`src/hdl/rv64_instruction_decoder_unit_assert.svh`:
```
`ifndef RV64_INSTRUCTION_DECODER_UNIT_ASSERT_SVH
`define RV64_INSTRUCTION_DECODER_UNIT_ASSERT_SVH

// clocked assertion, disabled while reset is asserted
`define RIDU_ASSERT(lbl, clk, rst_n, prop, msg) \
  lbl: assert property (@(posedge clk) disable iff (!rst_n) (prop)) else $error(msg);

// same-cycle implication on the core clock and reset
`define RIDU_IMPLY(lbl, ante, cons, msg) \
  `RIDU_ASSERT(lbl, clk_i, rst_ni, (ante) |-> (cons), msg)

// next-cycle implication on the core clock and reset
`define RIDU_NEXT(lbl, ante, cons, msg) \
  `RIDU_ASSERT(lbl, clk_i, rst_ni, (ante) |=> (cons), msg)

`endif

```
`src/hdl/rv64idu_pkg.sv`:
```
`timescale 1ns / 1ps

package rv64idu_pkg;

  // major opcodes
  localparam logic [6:0] OPC_LOAD    = 7'h03;
  localparam logic [6:0] OPC_LOAD_FP = 7'h07;
  localparam logic [6:0] OPC_OP_IMM  = 7'h13;
  localparam logic [6:0] OPC_AUIPC   = 7'h17;
  localparam logic [6:0] OPC_OP_IMMW = 7'h1B;
  localparam logic [6:0] OPC_STORE   = 7'h23;
  localparam logic [6:0] OPC_STOREFP = 7'h27;
  localparam logic [6:0] OPC_OP      = 7'h33;
  localparam logic [6:0] OPC_LUI     = 7'h37;
  localparam logic [6:0] OPC_OPW     = 7'h3B;
  localparam logic [6:0] OPC_MADD    = 7'h43;
  localparam logic [6:0] OPC_MSUB    = 7'h47;
  localparam logic [6:0] OPC_NMSUB   = 7'h4B;
  localparam logic [6:0] OPC_NMADD   = 7'h4F;
  localparam logic [6:0] OPC_OP_FP   = 7'h53;
  localparam logic [6:0] OPC_BRANCH  = 7'h63;
  localparam logic [6:0] OPC_JALR    = 7'h67;
  localparam logic [6:0] OPC_JAL     = 7'h6F;

  localparam logic [6:0] F7_ALT  = 7'b0100000;
  localparam logic [6:0] F7_MEXT = 7'b0000001;

  // fp funct7 groups (funct7 without its precision bit)
  localparam logic [5:0] FG_ADD   = 6'h00;
  localparam logic [5:0] FG_SUB   = 6'h02;
  localparam logic [5:0] FG_MUL   = 6'h04;
  localparam logic [5:0] FG_DIV   = 6'h06;
  localparam logic [5:0] FG_SGNJ  = 6'h08;
  localparam logic [5:0] FG_MINX  = 6'h0A;
  localparam logic [5:0] FG_SQRT  = 6'h16;
  localparam logic [5:0] FG_CMP   = 6'h28;
  localparam logic [5:0] FG_CVTFI = 6'h30;
  localparam logic [5:0] FG_CVTIF = 6'h34;
  localparam logic [5:0] FG_MVX   = 6'h38;
  localparam logic [5:0] FG_MVF   = 6'h3C;

  // alu classes
  typedef enum logic [2:0] {
    CLS_ADDR = 3'd0,
    CLS_IMM  = 3'd1,
    CLS_REG  = 3'd2,
    CLS_FP   = 3'd3,
    CLS_FMA  = 3'd4
  } alu_class_e;

  // operation codes
  localparam logic [6:0] OP_NONE     = 7'd0;
  localparam logic [6:0] OP_ADD      = 7'd1;
  localparam logic [6:0] OP_SUB      = 7'd2;
  localparam logic [6:0] OP_SLT      = 7'd3;
  localparam logic [6:0] OP_SLTU     = 7'd4;
  localparam logic [6:0] OP_XOR      = 7'd5;
  localparam logic [6:0] OP_OR       = 7'd6;
  localparam logic [6:0] OP_AND      = 7'd7;
  localparam logic [6:0] OP_SLL      = 7'd8;
  localparam logic [6:0] OP_SRA      = 7'd9;
  localparam logic [6:0] OP_SRL      = 7'd10;
  localparam logic [6:0] OP_ADDW     = 7'd11;
  localparam logic [6:0] OP_MULW     = 7'd12;
  localparam logic [6:0] OP_SUBW     = 7'd13;
  localparam logic [6:0] OP_SLLW     = 7'd14;
  localparam logic [6:0] OP_DIVW     = 7'd15;
  localparam logic [6:0] OP_DIVUW    = 7'd16;
  localparam logic [6:0] OP_SRAW     = 7'd17;
  localparam logic [6:0] OP_SRLW     = 7'd18;
  localparam logic [6:0] OP_REMW     = 7'd19;
  localparam logic [6:0] OP_REMUW    = 7'd20;
  localparam logic [6:0] OP_MUL      = 7'd21;
  localparam logic [6:0] OP_MULH     = 7'd22;
  localparam logic [6:0] OP_MULHSU   = 7'd23;
  localparam logic [6:0] OP_MULHU    = 7'd24;
  localparam logic [6:0] OP_DIV      = 7'd25;
  localparam logic [6:0] OP_DIVU     = 7'd26;
  localparam logic [6:0] OP_REM      = 7'd27;
  localparam logic [6:0] OP_FADD_S   = 7'd28;
  localparam logic [6:0] OP_FSUB_S   = 7'd30;
  localparam logic [6:0] OP_FMUL_S   = 7'd32;
  localparam logic [6:0] OP_FDIV_S   = 7'd34;
  localparam logic [6:0] OP_FSQRT_S  = 7'd36;
  localparam logic [6:0] OP_FSGNJ_S  = 7'd38;
  localparam logic [6:0] OP_FSGNJ_D  = 7'd41;
  localparam logic [6:0] OP_FMIN_S   = 7'd44;
  localparam logic [6:0] OP_FMIN_D   = 7'd46;
  localparam logic [6:0] OP_FEQ_S    = 7'd48;
  localparam logic [6:0] OP_FEQ_D    = 7'd51;
  localparam logic [6:0] OP_FCVT_W_S = 7'd54;
  localparam logic [6:0] OP_FCVT_W_D = 7'd58;
  localparam logic [6:0] OP_FCVT_S_W = 7'd62;
  localparam logic [6:0] OP_FCVT_D_W = 7'd66;
  localparam logic [6:0] OP_FCLASS_S = 7'd70;
  localparam logic [6:0] OP_FMV_X_W  = 7'd71;
  localparam logic [6:0] OP_FMV_W_X  = 7'd74;
  localparam logic [6:0] OP_FMV_D_X  = 7'd75;
  localparam logic [6:0] OP_FMADD_S  = 7'd76;
  localparam logic [6:0] OP_REMU     = 7'd84;

  typedef struct packed {
    logic       write_register;
    logic       use_immediate;
    logic       load_to_register;
    logic       read_memory;
    logic       write_memory;
    logic       is_branch;
    alu_class_e alu_class;
    logic [6:0] alu_operation;
  } dec_result_t;

  localparam int unsigned ResultBits = $bits(dec_result_t);

  function automatic logic [6:0] rtype_op(input logic [2:0] f3, input logic [6:0] f7);
    logic m;
    logic alt;
    logic [6:0] op;
    m   = (f7 == F7_MEXT);
    alt = (f7 == F7_ALT);
    case (f3)
      3'd0:    op = m ? OP_MUL    : (alt ? OP_SUB : OP_ADD);
      3'd1:    op = m ? OP_MULH   : OP_SLL;
      3'd2:    op = m ? OP_MULHSU : OP_SLT;
      3'd3:    op = m ? OP_MULHU  : OP_SLTU;
      3'd4:    op = m ? OP_DIV    : OP_XOR;
      3'd5:    op = m ? OP_DIVU   : (alt ? OP_SRA : OP_SRL);
      3'd6:    op = m ? OP_REM    : OP_OR;
      default: op = m ? OP_REMU   : OP_AND;
    endcase
    return op;
  endfunction

  function automatic logic [6:0] wide_op(input logic [6:0] opc, input logic [2:0] f3,
                                         input logic [6:0] f7);
    logic m;
    logic [6:0] op;
    m  = (f7 == F7_MEXT);
    op = rtype_op(f3, f7);
    case (f3)
      3'd0: begin
        if (opc == OPC_OP_IMMW) op = OP_ADDW;
        else op = m ? OP_MULW : ((f7 == F7_ALT) ? OP_SUBW : OP_ADDW);
      end
      3'd1: op = OP_SLLW;
      3'd4: if (m) op = OP_DIVW;
      3'd5: op = m ? OP_DIVUW : ((f7 == F7_ALT) ? OP_SRAW : OP_SRLW);
      3'd6: if (m) op = OP_REMW;
      3'd7: if (m) op = OP_REMUW;
      default: ;
    endcase
    return op;
  endfunction

  function automatic logic [6:0] fp_op(input logic [2:0] f3, input logic [4:0] f5,
                                       input logic [6:0] f7);
    logic [6:0] dbl;
    logic [6:0] f3x;
    logic [6:0] f5x;
    logic [6:0] op;
    dbl = {6'd0, f7[0]};
    f3x = {4'd0, f3};
    f5x = {2'd0, f5};
    op  = OP_NONE;
    case (f7[6:1])
      FG_ADD:  op = OP_FADD_S + dbl;
      FG_SUB:  op = OP_FSUB_S + dbl;
      FG_MUL:  op = OP_FMUL_S + dbl;
      FG_DIV:  op = OP_FDIV_S + dbl;
      FG_SQRT: if (f5 == 5'd0) op = OP_FSQRT_S + dbl;
      FG_SGNJ: if (f3 <= 3'd2) op = (f7[0] ? OP_FSGNJ_D : OP_FSGNJ_S) + f3x;
      FG_MINX: if (f3 <= 3'd1) op = (f7[0] ? OP_FMIN_D : OP_FMIN_S) + f3x;
      // eq, lt, le in that order
      FG_CMP:  if (f3 <= 3'd2) op = (f7[0] ? OP_FEQ_D : OP_FEQ_S) + (7'd2 - f3x);
      FG_CVTFI: if (f5 <= 5'd3) op = (f7[0] ? OP_FCVT_W_D : OP_FCVT_W_S) + f5x;
      FG_CVTIF: if (f5 <= 5'd3) op = (f7[0] ? OP_FCVT_D_W : OP_FCVT_S_W) + f5x;
      FG_MVX: begin
        if (f3 == 3'd1) op = OP_FCLASS_S + {dbl[5:0], 1'b0};
        else if (f3 == 3'd0) op = OP_FMV_X_W + {dbl[5:0], 1'b0};
      end
      FG_MVF:  op = f7[0] ? OP_FMV_D_X : OP_FMV_W_X;
      default: op = OP_NONE;
    endcase
    return op;
  endfunction

  function automatic dec_result_t decode(input logic [31:0] w);
    logic [6:0]  opc;
    logic [2:0]  f3;
    logic [4:0]  f5;
    logic [6:0]  f7;
    dec_result_t r;
    opc = w[6:0];
    f3  = w[14:12];
    f5  = w[24:20];
    f7  = w[31:25];
    r   = '0;
    r.alu_class = CLS_ADDR;
    case (opc)
      OPC_OP:      begin r.write_register = 1'b1; r.alu_class = CLS_REG; end
      OPC_OP_IMM:  begin
        r.write_register = 1'b1; r.use_immediate = 1'b1; r.alu_class = CLS_IMM;
      end
      OPC_LOAD, OPC_LOAD_FP: begin
        r.write_register   = 1'b1;
        r.use_immediate    = 1'b1;
        r.load_to_register = 1'b1;
        r.read_memory      = 1'b1;
      end
      OPC_STORE, OPC_STOREFP: begin
        r.use_immediate = 1'b1; r.write_memory = 1'b1;
      end
      OPC_BRANCH:  begin r.is_branch = 1'b1; r.alu_class = CLS_IMM; end
      OPC_LUI, OPC_JALR: begin r.write_register = 1'b1; r.use_immediate = 1'b1; end
      OPC_AUIPC, OPC_JAL: r.write_register = 1'b1;
      OPC_OP_IMMW: begin
        r.write_register = 1'b1; r.use_immediate = 1'b1; r.alu_class = CLS_REG;
      end
      OPC_OPW:     begin r.write_register = 1'b1; r.alu_class = CLS_REG; end
      OPC_OP_FP:   begin r.write_register = 1'b1; r.alu_class = CLS_FP; end
      OPC_MADD, OPC_MSUB, OPC_NMSUB, OPC_NMADD: begin
        r.write_register = 1'b1; r.alu_class = CLS_FMA;
      end
      default: ;
    endcase

    case (r.alu_class)
      CLS_ADDR: r.alu_operation = OP_ADD;
      CLS_IMM: begin
        if (opc == OPC_BRANCH) begin
          case (f3) inside
            [3'd0:3'd1]: r.alu_operation = OP_SUB;
            [3'd4:3'd5]: r.alu_operation = OP_SLT;
            [3'd6:3'd7]: r.alu_operation = OP_SLTU;
            default:     r.alu_operation = OP_NONE;
          endcase
        end else begin
          case (f3)
            3'd0:    r.alu_operation = OP_ADD;
            3'd1:    r.alu_operation = OP_SLL;
            3'd2:    r.alu_operation = OP_SLT;
            3'd3:    r.alu_operation = OP_SLTU;
            3'd4:    r.alu_operation = OP_XOR;
            3'd5:    r.alu_operation = (f7 == F7_ALT) ? OP_SRA : OP_SRL;
            3'd6:    r.alu_operation = OP_OR;
            default: r.alu_operation = OP_AND;
          endcase
        end
      end
      CLS_REG: begin
        if (opc == OPC_OPW || opc == OPC_OP_IMMW) r.alu_operation = wide_op(opc, f3, f7);
        else r.alu_operation = rtype_op(f3, f7);
      end
      CLS_FP: r.alu_operation = fp_op(f3, f5, f7);
      default: begin
        // opcode bits 3..2 pick madd, msub, nmsub, nmadd; any nonzero fmt is double
        r.alu_operation = OP_FMADD_S + {4'd0, opc[3:2], 1'b0} + {6'd0, |w[26:25]};
      end
    endcase
    return r;
  endfunction

endpackage

```
`src/hdl/rv64_instruction_decoder_unit.sv`:
```
// channel   dir  tdata                              notes
// s_axis    in   [31:0] instruction_word            one instruction per beat
// m_axis    out  [15:0] flags, alu_class, alu_op    one decoded result per beat
//
// an accepted input beat is captured in the input register, then decoded into the result register
// throughput is one beat per cycle while m_axis is ready: input register, decode logic, result register
// the decode between the two registers is a single opcode/funct table lookup
// reset (rst_ni low, asynchronous) empties both stages; no payload is cleared
// a stall on m_axis backs up through both stages; s_axis keeps taking beats
// while either stage has room
`timescale 1ns / 1ps

module rv64_instruction_decoder_unit (
  input  logic        clk_i,
  input  logic        rst_ni,
  input  logic        s_axis_tvalid_i,
  output logic        s_axis_tready_o,
  // [31:0] instruction_word
  input  logic [31:0] s_axis_tdata_i,
  output logic        m_axis_tvalid_o,
  input  logic        m_axis_tready_i,
  // [0] write_register, [1] use_immediate, [2] load_to_register, [3] read_memory,
  // [4] write_memory, [5] is_branch, [8:6] alu_class, [15:9] alu_operation
  output logic [15:0] m_axis_tdata_o
);
  import rv64idu_pkg::*;

  // input stage
  logic        in_vld_q;
  logic [31:0] instr_q;
  // result stage
  logic        out_vld_q;
  dec_result_t res_q;
  dec_result_t res_d;

  logic out_room;
  logic in_room;
  logic in_beat;
  logic move;

  // a stage has room when empty or when its content leaves this cycle
  assign out_room = !out_vld_q || m_axis_tready_i;
  assign move     = in_vld_q && out_room;
  assign in_room  = !in_vld_q || out_room;
  assign in_beat  = s_axis_tvalid_i && in_room;

  assign s_axis_tready_o = in_room;

  // decode sits between the two registers
  assign res_d = decode(instr_q);

  always_ff @(posedge clk_i or negedge rst_ni) begin
    if (!rst_ni) begin
      in_vld_q  <= 1'b0;
      out_vld_q <= 1'b0;
    end else begin
      if (in_room) in_vld_q <= s_axis_tvalid_i;
      if (out_room) out_vld_q <= in_vld_q;
    end
  end

  // payload registers, no reset
  always_ff @(posedge clk_i) begin
    if (in_beat) instr_q <= s_axis_tdata_i;
    if (move) res_q <= res_d;
  end

  assign m_axis_tvalid_o = out_vld_q;
  assign m_axis_tdata_o  = {res_q.alu_operation,
                            res_q.alu_class,
                            res_q.is_branch,
                            res_q.write_memory,
                            res_q.read_memory,
                            res_q.load_to_register,
                            res_q.use_immediate,
                            res_q.write_register};

  `include "rv64_instruction_decoder_unit_assert.svh"

  // a decoded instruction always reaches the result stage on the next edge
  `RIDU_NEXT(a_stage_move, move, out_vld_q, "decoded beat lost between stages")
  // address-add class always means a plain add
  `RIDU_IMPLY(a_addr_is_add, out_vld_q && (res_q.alu_class == CLS_ADDR),
              res_q.alu_operation == OP_ADD, "address class without add")
  // branches never write a register or touch memory
  `RIDU_IMPLY(a_branch_clean, out_vld_q && res_q.is_branch,
              !res_q.write_register && !res_q.read_memory && !res_q.write_memory
              && (res_q.alu_class == CLS_IMM), "branch with side effects")
  // loads go to the register file via the immediate address
  `RIDU_IMPLY(a_load_flags, out_vld_q && res_q.read_memory,
              res_q.load_to_register && res_q.write_register && res_q.use_immediate,
              "inconsistent load flags")

endmodule

```
`config.mk`:
```
export PLATFORM = sky130hd
export DESIGN_NAME = rv64_instruction_decoder_unit
export DESIGN_NICKNAME = d
export VERILOG_FILES = /design/src/hdl/rv64idu_pkg.sv /design/src/hdl/rv64_instruction_decoder_unit.sv
export VERILOG_INCLUDE_DIRS = /design/src /design/src/hdl
export SDC_FILE = /design/constraint.sdc
export NUM_CORES = 1
export LEC_CHECK = 0
export BUFFER_PORTS_ARGS = -buffer_cell sky130_fd_sc_hd__buf_4
export CORE_MARGIN = 5
export CORE_UTILIZATION = 55
export CTS_CLUSTER_DIAMETER = 60
export DETAILED_ROUTE_END_ITERATION = 10
export HOLD_SLACK_MARGIN = 0.12
export PLACE_DENSITY = 0.78
export SLEW_MARGIN = 20
export SYNTH_ARGS = -nofsm -noshare
export SYNTH_HDL_FRONTEND = slang
export SYNTH_SLANG_ARGS = --single-unit
```
`constraint.sdc`:
```
create_clock -name clk_i -period 6.1 [get_ports clk_i]
set_input_delay 0.305 -clock clk_i [delete_from_list [all_inputs] [get_ports clk_i]]
set_output_delay 0.305 -clock clk_i [all_outputs]
set_load 0.05 [all_outputs]
```
==> results of run 1 <==
==> repair_timing <==
action | 4_1_cts | 5_1_grt
setup endpoints to repair | 0 | 0
hold buffers | 1 | 0
hold endpoints to repair | 2 | 0
==> cell usage in the layout, fill, tap and decap left out, types with 4 or more instances in the layout <==
cell	count
a211oi_1	7
a21oi_1	21
a31oi_1	7
and2_1	4
and3_1	4
buf_4	43
clkbuf_8	5
edfxtp_1	37
ha_1	17
inv_1	23
nand2_1	15
nand2b_1	9
nand3_1	5
nor2_1	22
nor2b_1	5
nor3_1	6
nor4_1	9
o211ai_1	4
o21ai_0	22
o21ai_1	4
or3_1	4
xnor2_1	6
==> path summary, 6_finish.rpt <==
| path | cells past startpoint | slack, ns | from | to |
|---|---|---|---|---|
| setup / recovery | 9 | 2.96 | instr_q[13] | m_axis_tdata_o[11] |
| hold / removal | 1 | 0.20 | s_axis_tdata_i[21] | instr_q[21] |
| setup reg to reg | 9 | 2.96 | instr_q[13] | m_axis_tdata_o[11] |
| hold reg to reg | 1 | 0.51 | in_vld_q | m_axis_tvalid_o |
| max in group asynchronous | 2 | 5.63 | rst_ni | in_vld_q |
| min in group asynchronous | 2 | 0.38 | rst_ni | m_axis_tvalid_o |
==> power groups by stage <==
stage               sequential [mW]  clock, mW  combinational, mW
floorplan                     0.355          0              0.103
global placement              0.346          0              0.157
detailed placement            0.346          0              0.160
CTS                           0.341      0.165              0.161
global route                  0.345      0.178              0.176
finish                        0.341      0.160              0.162
==> registers in the layout, indices dropped and copies added (netlist names) <==
register         cells
in_vld_q             1
instr_q             22
m_axis_tdata_o      15
m_axis_tvalid_o      1
==> through the flow <==
step	util	instances	hold WS, ns	cell area, um^2	power [mW]
after global placement	0.624	428	0.0874	3460	0.502
final	0.641	437	0.196	3550	0.663
after floorplan	-	334	0.00941	3140	0.458
after CTS	0.641	437	0.186	3550	0.667
after detailed placement	0.624	428	0.0875	3460	0.506
after global routing	0.641	437	0.176	3550	0.698
==> logic make-up (layout without fill, tap and decap cells) <==
family / Yosys count / after routing / share of synthesized area
AND/OR/NAND/NOR: 114 / 114 / 0.226
AO/OA/AOI/OAI: 105 / 105 / 0.224
buffers and inverters: 45 / 76 / 0.0609
flip-flops: 39 / 39 / 0.369
adder cells (fa/ha/maj): 21 / 21 / 0.0899
XOR/XNOR: 8 / 8 / 0.0223
multiplexers: 2 / 2 / 0.00676
==> layer usage <==
layer	track usage	vias up	part of all wire
li1	-	1329	-
met1	0.301	1287	0.43
met2	0.316	160	0.46
met3	0.0298	21	0.078
met4	0.0849	0	0.031
met5	0	-	0
==> cell type report <==
type                            instances  area (um^2)  area share
Timing Repair Buffer                   44          333      0.0937
Tap cell                               72         90.1      0.0254
Inverter                               24         90.1      0.0254
Multi-Input combinational cell        250         1790       0.505
Clock buffer                            6         72.6      0.0204
Clock inverter                          2         12.5     0.00352
Sequential cell                        39         1160       0.327
==> results.ini, run 1 <==
[clock_tree]
cts-resized-gates = 0
htree_num_levels = 2
clk_pin_slew_ns = 0.07
cts-root-buf = clkbuf_8
post_cts_buffers = 0
cts_tree = yes
cts_made_buffers = 5
cts_sinks = 39
cts_buffer_depth = 2
clk_latency_ns = 0.28

[global_route]
grt_pass1_wl_um = 12400
grt_max_degree = 26
grt_use_total = 0.209
grt_antenna_before_repair = 0
overflow = 0
grt_pass1_vias = 2517

[sta]
max_slew_margin = 0.419
rsz0062_at_grt = no
setup_tns_ns = 0
fin_crit_sh = 0.515
finalHoldViolations = 0
max_freq_mhz = 318
finalCriticalPeriod_ns = 3.14
tightest_slew_ns = 0.872
setup_ws_ns = 2.96
setup_viol = 0
finClkSkew_ns = 0.00835
report.final.slew_viol_count = 0

[yosys]
synth_top_area_frac = 0.353
ys_types = 77
synth_ff_type = edfxtp_1
async_reset_ff_frac = 0.0513
synth_fp_nets = 390
synth_edf_count = 37
synthTopCellsByArea = edfxtp_1 (35%), ha_1 (6.8%), o21ai_0 (3.5%)
synth_cells = 334
ys_top_cells_by_count = edfxtp_1 (37), inv_1 (23), nor2_1 (22), o21ai_0 (22), a21oi_1 (21)
yosys_warnings = 0
synth_most_common_cell = edfxtp_1
avgSynthCellArea_um2 = 9.41
yosys.area.top_type = edfxtp_1
synth_seq_cells = 39
ys_seq_area_frac = 0.369
syn_area_um2 = 3140

[place]
dp_hpwl_um = 5560
gp_congestion = 0.952
port_buffers = 43
pre_cts_ws_ns = 2.99

[detailed_routing]
wl_per_cell_um = 17.2
ant_nets = 0
firstDrtPassIters = 6
finalWirelength_um = 7530
drc = 0
via_count = 2797
drtIter0Drc = 348
via_per_inst = 6.40

[floorplanning]
rows = 27
die-area_um2 = 7330
initial_utilization = 0.568
io_pins = 54
die_y_um = 85.6
die_w_um = 85.6
core_um2 = 5540

[worst_hold_path]
hp-class = in -> reg

[power]
switching_share = 0.310
pwr-share-clk = 0.241
power_density_nw_per_um2 = 187
power.switching_uw = 206
p_leak_nw = 1.38
combPwrFrac = 0.244
seqPwrFrac = 0.515
internal_power_uw = 457
vdd_drop_max_v = 0.000197

[setup_path]
end_kind = register
worstPathMaxFanout = 22
worstSetupStartpointType = register
slowest_delay_ns = 0.87
cp.arrival_ns = 3.18
path_buf_inv = 1
worstPathRequired_ns = 6.14
critPathTopFamily = flip-flops
path_class = reg -> reg
cp_common_cell = xnor2_1
cp_cell_sequence = inv_1, ha_1, fa_1, xnor2_1, xnor2_1, a21oi_1, o41ai_1, o21a_1, a211o_1
cp_slowest_cell = edfxtp_1

[finish]
final_layout_size_suffix_gt1_frac = 0.178
diodes = 0
syn2layout_area_growth_pct = 12.9
finalNetCount = 420
nFillCells = 461

[run_status]
status = finished, final reports clean

[flow_run]
maxCapViolCount = 0

Note: power is estimated with default switching activity, not from simulation.
==> inputs of run 2 (changes only) <==
Settings changed: CORE_UTILIZATION 55 to 52.
Clock period 6.1 ns to 2.75 ns, I/O delays scaled along.
==> run 2 against run 1 <==
Effect of this change:
- worst hold slack worse by 0.0025 ns
- setup slack got worse by 2.8 ns
- combinational power rose to 2.7 times the previous value
- clock-buffer cell count fell by 1
- wire length grew 15%
- critical path depth is 1 lower
- total power rose by 150%
- fmax up 20%
- cell area grew 12%
==> results.ini, run 2 (same netlist as run 1, synthesis figures left out) <==
[power]
total_power_mw = 1.63  ; +150%
power_density_nw_per_um2 = 410  ; +120%
p_leak_nw = 1.60  ; +15%
vdd_drop_max_v = 0.000493  ; +150%

[global_route]
grt_use_total = 0.235  ; +0.0257
grt_max_degree = 23  ; -12%
grt_antenna_before_repair = 0  ; unchanged
grt_pass1_wl_um = 14200  ; +15%
grt_pass1_vias = 2905  ; +15%
overflow = 0  ; unchanged

[setup_path]
worstPathRequired_ns = 2.78  ; -3.36 ns
reg2reg_to = m_axis_tdata_o[13]
end_kind = register
r2r-start = instr_q[25]
cp_slowest_cell = edfxtp_1
cp.arrival_ns = 2.64  ; -0.54 ns
reg2reg_slack_ns = 0.14  ; -2.82 ns
worstSetupStartpointType = register
worstPathMaxFanout = 8  ; -64%
path_buf_inv = 0  ; -1
path_class = reg -> reg
critPathTopFamily = compound AO/OA/AOI/OAI gates
ff2ff_path_depth = 8  ; -1
slowest_delay_ns = 0.52  ; -0.35 ns
cp_cell_sequence = ha_1, fa_1, a22oi_1, nor4_1, o21ai_1, o31ai_1, o41ai_1, a31oi_1

[floorplanning]
die_y_um = 87.8  ; +2.5%
core_um2 = 5890  ; +6.2%
initial_utilization = 0.534  ; -0.0333
die_w_um = 87.8  ; +2.5%
rows = 28  ; +3.7%
die-area_um2 = 7700  ; +5.1%
io_pins = 54  ; unchanged

[clock_tree]
cts-root-buf = clkbuf_8
ctsHoldBuffers = 25  ; +24
cts_sinks = 39  ; unchanged
htree_num_levels = 2  ; unchanged
post_cts_buffers = 0  ; unchanged
clk_latency_ns = 0.29  ; about the same
cts_buffer_depth = 2  ; unchanged
cts_made_buffers = 5  ; unchanged
cts-resized-gates = 0  ; unchanged
cts_tree = yes
clk_pin_slew_ns = 0.08  ; about the same

[detailed_routing]
finalWirelength_um = 8620  ; +15%
wl_per_cell_um = 17.8  ; +3.4%
drc = 0  ; unchanged
ant_nets = 0  ; unchanged
drtIter0Drc = 302  ; -13%
via_count = 2971  ; +6.2%
firstDrtPassIters = 6  ; unchanged
via_per_inst = 6.14  ; -4.1%

[finish]
finalNetCount = 464  ; +10%
largest_reg_flops = 22  ; unchanged
final_cell_mix = buf_4 (63), edfxtp_1 (37), dlygate4sd3_1 (25)
final_cells = 484  ; +11%
layout.cells.most_common = buf_4
diodes = 0  ; unchanged
syn2layout_area_growth_pct = 26.2
final_layout_size_suffix_gt1_frac = 0.208  ; +0.0297
regMostFlops = instr_q

[place]
placedCellCount = 451  ; +5.4%
dp_hpwl_um = 6280  ; +13%
port_buffers = 43  ; unchanged
gp_congestion = 0.981  ; +3.0%

[sta]
rsz0062_at_grt = no
setup_viol = 0  ; unchanged
report.final.slew_viol_count = 0  ; unchanged
max_slew_margin = 0.398  ; -0.0210
setup_tns_ns = 0  ; unchanged
max_freq_mhz = 383  ; +20%
finalCriticalPeriod_ns = 2.61  ; -0.534 ns
finalHoldViolations = 0  ; unchanged
finClkSkew_ns = 0.0140  ; +0.00565 ns
tightest_slew_ns = 0.903  ; +0.0314 ns
fin_crit_sh = 0.949  ; +0.434

[worst_hold_path]
hp-class = in -> async

[run_status]
status = finished, final reports clean

[flow_run]
maxCapViolCount = 0  ; unchanged

run 2: cell types whose count changed in the layout (fill, tap and decap cells not counted), sizes merged:
cell / delta
clkinvlp: -1
clkbuf: -1
dlygate4sd3: +24
bufinv: +1
buf: +20
clkinv: +1
run 2: area by class of cell:
class                      instances  area (um^2)
clock buffer                       5         68.8
clock inverter                     3         38.8
fill                             448         1920
inverter                          24         90.1
multi-input combinational        250         1790
sequential                        39         1160
tap                               75         93.8
timing repair buffer              88          723
run 2: worst max path at each step:
stage | depth (start not counted) | from | to
floorplan | 10 | instr_q[13] | m_axis_tdata_o[11]
global placement | 8 | instr_q[25] | m_axis_tdata_o[13]
detailed placement | 8 | instr_q[25] | m_axis_tdata_o[13]
CTS | 8 | instr_q[25] | m_axis_tdata_o[13]
global route | 8 | instr_q[25] | m_axis_tdata_o[13]
finish | 8 | instr_q[25] | m_axis_tdata_o[13]
run 2: per-layer routing:
layer,global-route usage,wire length (um),vias to the layer above
met5,0,0,-
met2,0.376,4100,164
met3,0.0508,660,24
met1,0.318,3710,1366
met4,0.0725,154,0
li1,-,-,1417
run 2: where the power goes:
part           leakage (nW)  switching, mW  internal (mW)
clock                0.0556          0.191          0.266
combinational          1.16          0.256          0.179
sequential            0.381         0.0376          0.697
run 2: worst register-to-register path, stage by stage (launching register included):
cell and delay (ns):
edfxtp_1 0.52, ha_1 0.31, fa_1 0.41, a22oi_1 0.19
nor4_1 0.07, o21ai_1 0.14, o31ai_1 0.09, o41ai_1 0.48
a31oi_1 0.15
run 2: per-stage QoR:
step,util,hold slack (ns),setup slack (ns),instance area [um^2]
6_report,0.674,0.194,0.140,3970
5_1_grt,0.674,0.179,0.0320,3970
4_1_cts,0.674,0.147,0.190,3970
3_5_place_dp,0.613,-0.0772,0.180,3610
3_3_place_gp,0.613,-0.0785,0.216,3610
2_1_floorplan,-,-0.158,0.0752,3150
